$ cat config.mk
export PLATFORM = sky130hd
export DESIGN_NAME = task_heartbeat_watchdog_unit
export DESIGN_NICKNAME = d
export VERILOG_FILES = /design/src/sv/thw_pkg.sv /design/src/sv/thw_cell.sv /design/src/sv/task_heartbeat_watchdog_unit.sv
export SDC_FILE = /design/constraint.sdc
export NUM_CORES = 2
export LEC_CHECK = 0
export CAP_MARGIN = 5
export CORE_MARGIN = 2
export CORE_UTILIZATION = 55
export CTS_CLUSTER_SIZE = 40
export DETAILED_ROUTE_END_ITERATION = 10
export DONT_BUFFER_PORTS = 1
export MAX_ROUTING_LAYER = met4
export PLACE_DENSITY = 0.8
export SLEW_MARGIN = 20
export SYNTH_ARGS = -nofsm -noshare
export SYNTH_HDL_FRONTEND = slang
export SYNTH_HIERARCHICAL = 1
export SYNTH_SLANG_ARGS = --single-unit
$ cat constraint.sdc
create_clock -name i_clk -period 7.15 [get_ports i_clk]
set_input_delay 1.0725 -clock i_clk [delete_from_list [all_inputs] [get_ports i_clk]]
set_output_delay 1.0725 -clock i_clk [all_outputs]
set_load 0.02 [all_outputs]
$ cat src/sv/thw_pkg.sv
package thw_pkg;

    localparam int SLOTS_DEF          = 8;
    localparam int TICK_PERIOD_MS_DEF = 1;
    localparam int SLOTS_MAX          = 32;
    localparam int SLOT_IDX_W         = $clog2(SLOTS_MAX);
    localparam int TICK_W             = 32;
    localparam int MS_PER_SECOND      = 1000;

    typedef enum logic [1:0] {
        FN_REGISTER  = 2'd0,
        FN_HEARTBEAT = 2'd1,
        FN_CHECK     = 2'd2,
        FN_CLEAR     = 2'd3
    } t_func;

    localparam logic [1:0] ST_OK      = 2'd0;
    localparam logic [1:0] ST_INVALID = 2'd1;
    localparam logic [1:0] ST_FULL    = 2'd2;

    typedef enum logic {
        OP_ALLOC = 1'b0,
        OP_CHECK = 1'b1
    } t_op;

    // Token that walks the cell row, one cell per cycle.
    typedef struct packed {
        logic                  active;
        t_op                   op;
        logic [TICK_W-1:0]     val;   // alloc: limit in ticks; check: carried tick
        logic                  done;  // a cell claimed the request
        logic [SLOT_IDX_W-1:0] idx;   // which cell claimed it
    } t_carry;

    // Broadcast writes from the controller to every cell.
    typedef struct packed {
        logic              hb_we;
        logic [2:0]        hb_slot;
        logic [TICK_W-1:0] stamp;
        logic              clr;
    } t_bcast;

endpackage

$ cat src/sv/thw_cell.sv
module thw_cell #(
    parameter int IDX = 0
) (
    input  logic            i_clk,
    input  logic            i_rst_n,
    input  thw_pkg::t_carry i_carry,
    input  thw_pkg::t_bcast i_bcast,
    output thw_pkg::t_carry o_carry
);
    import thw_pkg::*;

    logic              r_used;
    logic [TICK_W-1:0] r_limit;
    logic [TICK_W-1:0] r_stamp;
    t_carry            r_carry;
    t_carry            n_carry;

    logic [TICK_W:0]   w_diff;
    logic              w_borrow;
    logic              w_raise;
    logic [TICK_W-1:0] w_elapsed;
    logic              w_take;

    // cur - stamp with borrow; a lead of 1 or 2 shows as the top two codes
    assign w_diff   = {1'b0, i_carry.val} - {1'b0, r_stamp};
    assign w_borrow = w_diff[TICK_W];
    assign w_raise  = w_borrow && (&w_diff[TICK_W-1:1]);
    assign w_take   = i_carry.active && !i_carry.done && (i_carry.op == OP_ALLOC) && !r_used;

    always_comb begin
        if (w_raise) begin
            w_elapsed = '0;
        end else if (w_borrow) begin
            w_elapsed = w_diff[TICK_W-1:0] - TICK_W'(1);
        end else begin
            w_elapsed = w_diff[TICK_W-1:0];
        end
    end

    always_comb begin
        n_carry = i_carry;
        if (i_carry.active && !i_carry.done) begin
            if (w_take) begin
                n_carry.done = 1'b1;
                n_carry.idx  = SLOT_IDX_W'(IDX);
            end else if (i_carry.op == OP_CHECK && r_used) begin
                if (w_raise) begin
                    n_carry.val = r_stamp;
                end
                if (w_elapsed > r_limit) begin
                    n_carry.done = 1'b1;
                    n_carry.idx  = SLOT_IDX_W'(IDX);
                end
            end
        end
    end

    always_ff @(posedge i_clk) begin
        if (!i_rst_n) begin
            r_used        <= 1'b0;
            r_limit       <= '0;
            r_stamp       <= '0;
            r_carry.active <= 1'b0;
        end else begin
            r_carry <= n_carry;
            if (i_bcast.clr) begin
                r_used  <= 1'b0;
                r_limit <= '0;
            end else if (w_take) begin
                r_used  <= 1'b1;
                r_limit <= i_carry.val;
            end
            if (i_bcast.hb_we && (32'(i_bcast.hb_slot) == IDX)) begin
                r_stamp <= i_bcast.stamp;
            end
        end
    end

    assign o_carry = r_carry;

endmodule

$ cat src/sv/task_heartbeat_watchdog_unit.sv
// Path from accept to the result strobe: heartbeat, clear and invalid register go straight
//   to S_RESP; check walks the slot cells; register divides (two-step reciprocal), then walks.
// Throughput: one request at a time; the next accept comes in the cycle after o_done.
//   Rate is set by the cell row, one slot a cycle.
// Reset (i_rst_n low, synchronous): all slots free, limits and stamps zero, unit idle.
// o_done results cannot be stalled by the receiver.
module task_heartbeat_watchdog_unit #(
    parameter int SLOTS          = thw_pkg::SLOTS_DEF,
    parameter int TICK_PERIOD_MS = thw_pkg::TICK_PERIOD_MS_DEF
) (
    input  logic        i_clk,
    input  logic        i_rst_n,
    input  logic        start,
    output logic        busy,
    input  logic [1:0]  i_func,
    input  logic        i_task_valid,
    input  logic [22:0] i_limit_seconds,
    input  logic [2:0]  i_slot,
    input  logic [31:0] i_tick_value,
    output logic        o_done,
    output logic [1:0]  o_status,
    output logic [2:0]  o_slot_assigned,
    output logic        o_overdue,
    output logic [2:0]  o_overdue_slot
);
    import thw_pkg::*;

    // Divide by the tick period as a multiply by a 32-bit reciprocal plus a
    // shift-and-add fixup; exact for every 32-bit dividend.
    localparam int                RecipL   = $clog2(TICK_PERIOD_MS);
    localparam int                RecipSh1 = (RecipL > 0) ? 1 : 0;
    localparam int                RecipSh2 = (RecipL > 0) ? RecipL - 1 : 0;
    localparam logic [63:0]       RecipM64 =
        ((64'd1 << TICK_W) * ((64'd1 << RecipL) - 64'(TICK_PERIOD_MS)))
        / 64'(TICK_PERIOD_MS) + 64'd1;
    localparam logic [TICK_W-1:0] RecipM   = RecipM64[TICK_W-1:0];

    typedef enum logic [4:0] {
        S_IDLE  = 5'b00001,
        S_DIV   = 5'b00010,   // high word of limit_ms * reciprocal
        S_SCALE = 5'b00100,   // fixup and shift, launch the alloc token
        S_CHAIN = 5'b01000,   // token walking the slot cells
        S_RESP  = 5'b10000    // result strobe
    } t_state;

    t_state r_state, n_state;

    // Divider
    logic [TICK_W-1:0]   r_quo, n_quo;       // limit in ms
    logic [TICK_W-1:0]   r_mulhi, n_mulhi;   // high word of the reciprocal product
    logic [2*TICK_W-1:0] w_prod;
    logic [TICK_W-1:0]   w_quot;

    // Cell row links: w_link[0] is the launch register, w_link[SLOTS] the tail.
    t_carry r_launch, n_launch;
    t_bcast r_bcast, n_bcast;
    t_carry w_link [SLOTS+1];

    // Result registers
    logic [1:0] r_status, n_status;
    logic [2:0] r_assigned, n_assigned;
    logic       r_overdue, n_overdue;
    logic [2:0] r_oslot, n_oslot;

    logic w_accept;
    t_carry w_tail;

    assign w_accept = start && !busy;
    assign w_tail   = w_link[SLOTS];
    assign w_link[0] = r_launch;

    // Reciprocal divide: (t1 + ((n - t1) >> sh1)) >> sh2, t1 = high word of n * m
    assign w_prod = (2*TICK_W)'(r_quo) * (2*TICK_W)'(RecipM);
    assign w_quot = (r_mulhi + ((r_quo - r_mulhi) >> RecipSh1)) >> RecipSh2;

    for (genvar g = 0; g < SLOTS; g++) begin : g_cell
        thw_cell #(
            .IDX(g)
        ) u_cell (
            .i_clk  (i_clk),
            .i_rst_n(i_rst_n),
            .i_carry(w_link[g]),
            .i_bcast(r_bcast),
            .o_carry(w_link[g+1])
        );
    end

    always_comb begin
        n_state         = r_state;
        n_quo           = r_quo;
        n_mulhi         = r_mulhi;
        n_launch        = r_launch;
        n_launch.active = 1'b0;    // launch token lives one cycle
        n_bcast         = r_bcast;
        n_bcast.hb_we   = 1'b0;
        n_bcast.clr     = 1'b0;
        n_status        = r_status;
        n_assigned      = r_assigned;
        n_overdue       = r_overdue;
        n_oslot         = r_oslot;

        unique case (r_state)
            S_IDLE: begin
                if (w_accept) begin
                    n_status   = ST_OK;
                    n_assigned = '0;
                    n_overdue  = 1'b0;
                    n_oslot    = '0;
                    unique case (t_func'(i_func))
                        FN_REGISTER: begin
                            if (!i_task_valid || i_limit_seconds == '0) begin
                                n_status = ST_INVALID;
                                n_state  = S_RESP;
                            end else begin
                                // seconds to ms, wrapping at 32 bits
                                n_quo   = TICK_W'(i_limit_seconds) * TICK_W'(MS_PER_SECOND);
                                n_state = S_DIV;
                            end
                        end
                        FN_HEARTBEAT: begin
                            if (32'(i_slot) < SLOTS) begin
                                n_bcast.hb_we   = 1'b1;
                                n_bcast.hb_slot = i_slot;
                                n_bcast.stamp   = i_tick_value;
                            end else begin
                                n_status = ST_INVALID;
                            end
                            n_state = S_RESP;
                        end
                        FN_CHECK: begin
                            n_launch.active = 1'b1;
                            n_launch.op     = OP_CHECK;
                            n_launch.val    = i_tick_value;
                            n_launch.done   = 1'b0;
                            n_launch.idx    = '0;
                            n_state         = S_CHAIN;
                        end
                        FN_CLEAR: begin
                            n_bcast.clr = 1'b1;
                            n_state     = S_RESP;
                        end
                        default: begin
                            n_state = S_IDLE;
                        end
                    endcase
                end
            end
            S_DIV: begin
                n_mulhi = w_prod[2*TICK_W-1:TICK_W];
                n_state = S_SCALE;
            end
            S_SCALE: begin
                n_launch.active = 1'b1;
                n_launch.op     = OP_ALLOC;
                n_launch.val    = w_quot;
                n_launch.done   = 1'b0;
                n_launch.idx    = '0;
                n_state         = S_CHAIN;
            end
            S_CHAIN: begin
                if (w_tail.active) begin
                    if (w_tail.op == OP_ALLOC) begin
                        n_status   = w_tail.done ? ST_OK : ST_FULL;
                        n_assigned = w_tail.done ? 3'(w_tail.idx) : 3'd0;
                    end else begin
                        n_overdue = w_tail.done;
                        n_oslot   = w_tail.done ? 3'(w_tail.idx) : 3'd0;
                    end
                    n_state = S_RESP;
                end
            end
            S_RESP: begin
                n_state = S_IDLE;
            end
            default: begin
                n_state = S_IDLE;
            end
        endcase
    end

    always_ff @(posedge i_clk) begin
        if (!i_rst_n) begin
            r_state         <= S_IDLE;
            r_launch.active <= 1'b0;
            r_bcast.hb_we   <= 1'b0;
            r_bcast.clr     <= 1'b0;
        end else begin
            r_state  <= n_state;
            r_launch <= n_launch;
            r_bcast  <= n_bcast;
        end
    end

    // Payload registers, no reset needed
    always_ff @(posedge i_clk) begin
        r_quo      <= n_quo;
        r_mulhi    <= n_mulhi;
        r_status   <= n_status;
        r_assigned <= n_assigned;
        r_overdue  <= n_overdue;
        r_oslot    <= n_oslot;
    end

    assign busy            = (r_state != S_IDLE);
    assign o_done          = (r_state == S_RESP);
    assign o_status        = r_status;
    assign o_slot_assigned = r_assigned;
    assign o_overdue       = r_overdue;
    assign o_overdue_slot  = r_oslot;

endmodule

=== After elaboration in Yosys (flattened, before gate mapping) ===
Index checks and enable logic that the tools add are counted.

* Add/subtract/negate cells: 16
* $mul: 1
* Magnitude comparators: 8
* Equal/unequal tests: 21
* Mux-type cells: 91
* Bitwise gates (word level): 10
* Reduce and logical (&&, ||, !) cells: 90

{| class="wikitable"
|+ Operator list
! operator !! number
|-
| 32-bit 2-to-1 mux || 30
|-
| 38-bit 2-to-1 mux || 14
|-
| 32-bit by 32-bit subtractor with 33-bit output || 8
|-
| 32-bit greater-than comparator || 8
|-
| 32-bit by 1-bit subtractor with 32-bit output (second input constant) || 8
|-
| 31-bit AND reduction || 8
|-
| 6-bit 2-to-1 mux || 18
|-
| 40-bit 2-to-1 mux || 2
|-
| 40-bit case mux with 2 select lines || 1
|-
| 1-bit logical AND || 49
|-
| 36-bit 2-to-1 mux || 1
|-
| 23-bit by 7-bit multiplier with 29-bit output (second input constant) || 1
|-
| 23-bit zero test || 1
|-
| 5-bit case mux with 4 select lines || 1
|-
| 4-bit AND reduction || 5
|-
| 1-bit zero test || 18
|-
| 3-bit 2-to-1 mux || 6
|-
| 5-bit 2-to-1 mux || 3
|-
| 5-bit case mux with 3 select lines || 1
|-
| 3-bit == test (second input constant) || 4
|-
| 3-bit case mux with 2 select lines || 2
|-
| 1-bit NOT || 10
|-
| 2-bit 2-to-1 mux || 4
|-
| 3-bit by 2-bit == test with 1-bit output (second input constant) || 2
|-
| other kinds (21) || 32
|}

* Bits in registers: 926
* Logic and storage cells: 315

=== Logic depth before layout (Yosys ltp) ===
* Depth after elaboration: 9
* Gate-level depth with buffers: 27
* Mapped depth without buffers: 24

=== Modules after synthesis ===
Netlist, hierarchy kept.

{| class="wikitable"
|+ By module, submodules not included
! module !! instances !! cells an instance !! area each (µm²)
|-
| thw_cell at g_cell[1].u_cell ... || 2 || 1047 || 8496.9
|-
| thw_cell at g_cell[5].u_cell ... || 2 || 1019 || 8429.3
|-
| thw_cell at g_cell[3].u_cell || 1 || 1045 || 8480.6
|-
| thw_cell at g_cell[7].u_cell || 1 || 1018 || 8366.8
|-
| thw_cell at g_cell[0].u_cell || 1 || 1018 || 8299.2
|-
| thw_cell at g_cell[4].u_cell || 1 || 998 || 8252.9
|-
| task_heartbeat_watchdog_unit || 1 || 617 || 7821.3
|}

=== Worst setup path before layout ===
No wires, ideal clock.

* Path type: reg2reg
* Start: register g_cell[4].u_cell.r_carry, in the netlist g_cell[4].u_cell/o_carry[6]
* End: register g_cell[5].u_cell.r_carry, in the netlist g_cell[5].u_cell/o_carry[0], data pin
* Arrival: 5612 ps
* Slack: 1273 ps
* Stages on the path, launching flop included: 26
* Buffers on the path: 1
* Period minus slack after synthesis: 5877 ps
* Cell sequence: edfxtp_1 > inv_1 > ha_1 > fa_1 > nand2b_1 > a21bo_2 > a21o_1 > and4b_1 > o21ai_0 > xnor2_1 > nand4_1 > or4_4 > nor3_4 > buf_6 > nor2_1 > ha_1 > nor2b_1 > o21a_1 > o21a_1 > o21a_1 > o21a_1 > o21ai_0 > a21oi_1 > a2111o_1 > a31o_2 > or3_1

{| class="wikitable"
|+ RTL lines
! element !! RTL line !! text
|-
| from (decl) || thw_cell.sv:15 || <nowiki>t_carry r_carry;</nowiki>
|-
| from (signal assigned) || thw_cell.sv:65 || <nowiki>r_carry <= n_carry;</nowiki>
|-
| to (signal assigned) || thw_cell.sv:65 ||
|-
| to (decl) || thw_cell.sv:15 ||
|}

==> flow_metrics.py <==
metrics = {
    "route": {
        "via_count": 65400,
        "wl_per_cell_um": 23.5,
        "vias_per_cell": 6.30,
        "drcViolationCount": 0,
        "drt-initial-drc-count": 7612,
        "routed_wl_um": 244000,
        "drtAntennaViolNets": 0,
        "dr.pass1.iters": 6,
    },
    "grt": {
        "grt_pass1_vias": 61500,
        "antenna_found_initial": 16,
        "grt_usage_pct": 36.0,
        "grt_max_degree": 545,
        "globalRouteOverflowTotal": 0,
        "grt_pass1_wl_um": 368000,
    },
    "layout": {
        "area_growth_pct": 6.31,
        "final_cells": 10400,
        "nFillCells": 11700,
        "drive_gt1_share_pct": 8.17,
        "final_nets": 9274,
    },
    "floorplan": {
        "io_pins": 75,
        "die_h_um": 368,
        "initial_core_util_pct": 55.4,
        "row_count": 133,
        "die_area_um2": 136000,
        "core_um2": 132000,
        "die_x_um": 368,
    },
    "timing": {
        "fin_worst_skew_ps": 24.3,
        "finalSetupViolCount": 0,
        "worst_pin_slew_ps": 1730,
        "fin_ws_ps": 517,
        "relSlewSlack_pct": -15.0,
        "period_minus_slack_ps": 6630,
        "tns_ps": 0,
        "whs_ps": 431,
        "slew_violations": 149,
        "rsz0062_at_grt": "no",
        "finalHoldViolations": 0,
        "max_freq_mhz": 151,
        "min_period_over_period_pct": 92.8,
    },
    "clock_tree": {
        "htree_levels": 3,
        "clk_path_buf_depth": 3,
        "cts_sinks": 906,
        "clkLatencyLatePin_ps": 720,
        "cts_setup_buffers": 0,
        "cts-resized-gates": 0,
        "hold_buffers": 0,
        "cts_buffers": 99,
        "cts_tree": "built",
        "cts-root-buf": "clkbuf_16",
        "clk_pin_slew_ps": 60,
    },
    "power": {
        "ir_drop_v": 0.000236,
        "comb_power_share_pct": 27.7,
        "p_clk_share_pct": 34.5,
        "netSwitchingPower_mw": 5.16,
        "p_int_mw": 10.5,
        "seqPwrFrac_pct": 37.8,
        "total_leakage_power_nw": 27.5,
        "pwr_density_cell_nw_per_um2": 202,
        "total_power_mw": 15.7,
        "power_switching_share_pct": 32.9,
    },
    "placed_design": {
        "post-place-ws_ps": 600,
        "portBuffers": 0,
        "dpl.cell_count": 10200,
        "dp_hpwl_um": 187000,
        "gp_congestion": 1.03,
    },
    "critical_path": {
        "cp.required_ps": 7600,
        "endpoint_kind": "register",
        "reg2reg_slack_ps": 520,
        "crit_type": "reg2reg",
        "r2r.worst_path.cells": 24,
        "arrival_ps": 7080,
        "crit_path_start_kind": "register",
        "worst-path-max-fanout": 31,
    },
    "synthesis": {
        "yosysWarnings": 6,
        "synth_cells": 8714,
        "synth_area_um2": 73000,
        "avgSynthCellArea_um2": 8.38,
    },
    "hold_path": {
        "hold_depth": 1,
        "min_path_type": "in2reg",
    },
    "status": {
        "violations": "slew limit",
        "status": "finished with violations",
    },
    "job": {
        "max-cap-violations": 0,
    },
}
## layout make-up
| class | instances | area [µm²] | area share [%] |
|---|---|---|---|
| diodes | 9 | 22.5 | 0.0290 |
| flip-flops and latches | 906 | 21800 | 28.2 |
| inverters | 693 | 2600 | 3.35 |
| clock buffers | 127 | 2740 | 3.53 |
| clock inverters | 60 | 673 | 0.868 |
| well taps | 1755 | 2200 | 2.83 |
| multi-input cells | 6721 | 46700 | 60.2 |
| repair buffers | 105 | 821 | 1.06 |
## sequential cells by signal (all words and copies together), names as in the netlist
register               count
g_cell.u_cell/o_carry    272
g_cell.u_cell/r_stamp    256
o_overdue_slot             3
r_quo                     29
o_status                   2
g_cell.u_cell/r_limit    256
r_state                    5
r_bcast                   37
g_cell.u_cell/r_used       8
o_slot_assigned            3
r_launch                  34
o_overdue                  1
## worst paths after layout
kind,startpoint,endpoint
setup reg to reg,g_cell[3].u_cell/o_carry[7]$_DFFE_PP_,g_cell[4].u_cell/o_carry[2]$_DFFE_PP_
setup / recovery,g_cell[3].u_cell/o_carry[7]$_DFFE_PP_,g_cell[4].u_cell/o_carry[2]$_DFFE_PP_
hold / removal,i_func[1],r_bcast[36]$_SDFF_PN0_
hold reg to reg,g_cell[6].u_cell/r_limit[30]$_SDFFE_PP0P_,g_cell[6].u_cell/r_limit[30]$_SDFFE_PP0P_
## metrics by stage
step / utilization (%) / instance area, µm²
2_1_floorplan: - / 73000
3_3_place_gp: 56.3 / 74100
3_5_place_dp: 56.3 / 74100
4_1_cts: 58.9 / 77500
5_1_grt: 58.9 / 77600
6_report: 58.9 / 77600
## per-layer routing
layer  global-route usage, %  vias to the layer above  part of all wire [%]
met1                    46.3                    31200                    41
met2                    53.7                     2874                    43
li1                        -                    30600                     -
met4                    21.2                        0                   7.1
met3                    5.44                      690                   8.6
met5                       -                        -                     0
## critical path: stages (launching register included)
cell and delay (ps):
edfxtp_1 510, inv_1 130, fa_1 510, nand2b_1 220, a211oi_4 450, o2111ai_2 210
nand3b_1 210, a31oi_1 120, xnor2_1 480, nand4_1 200, nor4_2 370, and3_1 200
buf_4 300, nor2_1 90, ha_1 300, a21o_1 160, a21o_1 170, a21o_1 170
a21o_1 170, a21o_1 180, a21o_1 170, a21oi_1 170, o31ai_1 130, o211a_1 360
or3_1 390
## cells in the final DEF (no fill, tap or decap), types with 91 or more instances in the layout
cell type  count
clkbuf_16    102
mux2_1        93
nor2_1       538
nor3_1       160
edfxtp_1     370
nand3_1      121
o21a_1       127
nand4_1      191
nand2_1     1448
a21oi_1      656
xor2_1       115
a21o_1       178
ha_1         594
xnor2_1      235
dfxtp_1      536
inv_1        693
buf_4        103
a21boi_0     272
or3_1         91
o21ai_0      253
## power groups by stage
| stage | clock network, mW | registers (mW) | logic [mW] |
|---|---|---|---|
| detailed placement | 0 | 6.04 | 4.23 |
| floorplan | 0 | 5.90 | 3.26 |
| global route | 5.68 | 5.93 | 4.81 |
| finish | 5.41 | 5.94 | 4.34 |
| global placement | 0 | 6.03 | 4.13 |
| CTS | 5.48 | 5.93 | 4.27 |
Power figures use the tool's default switching activity.
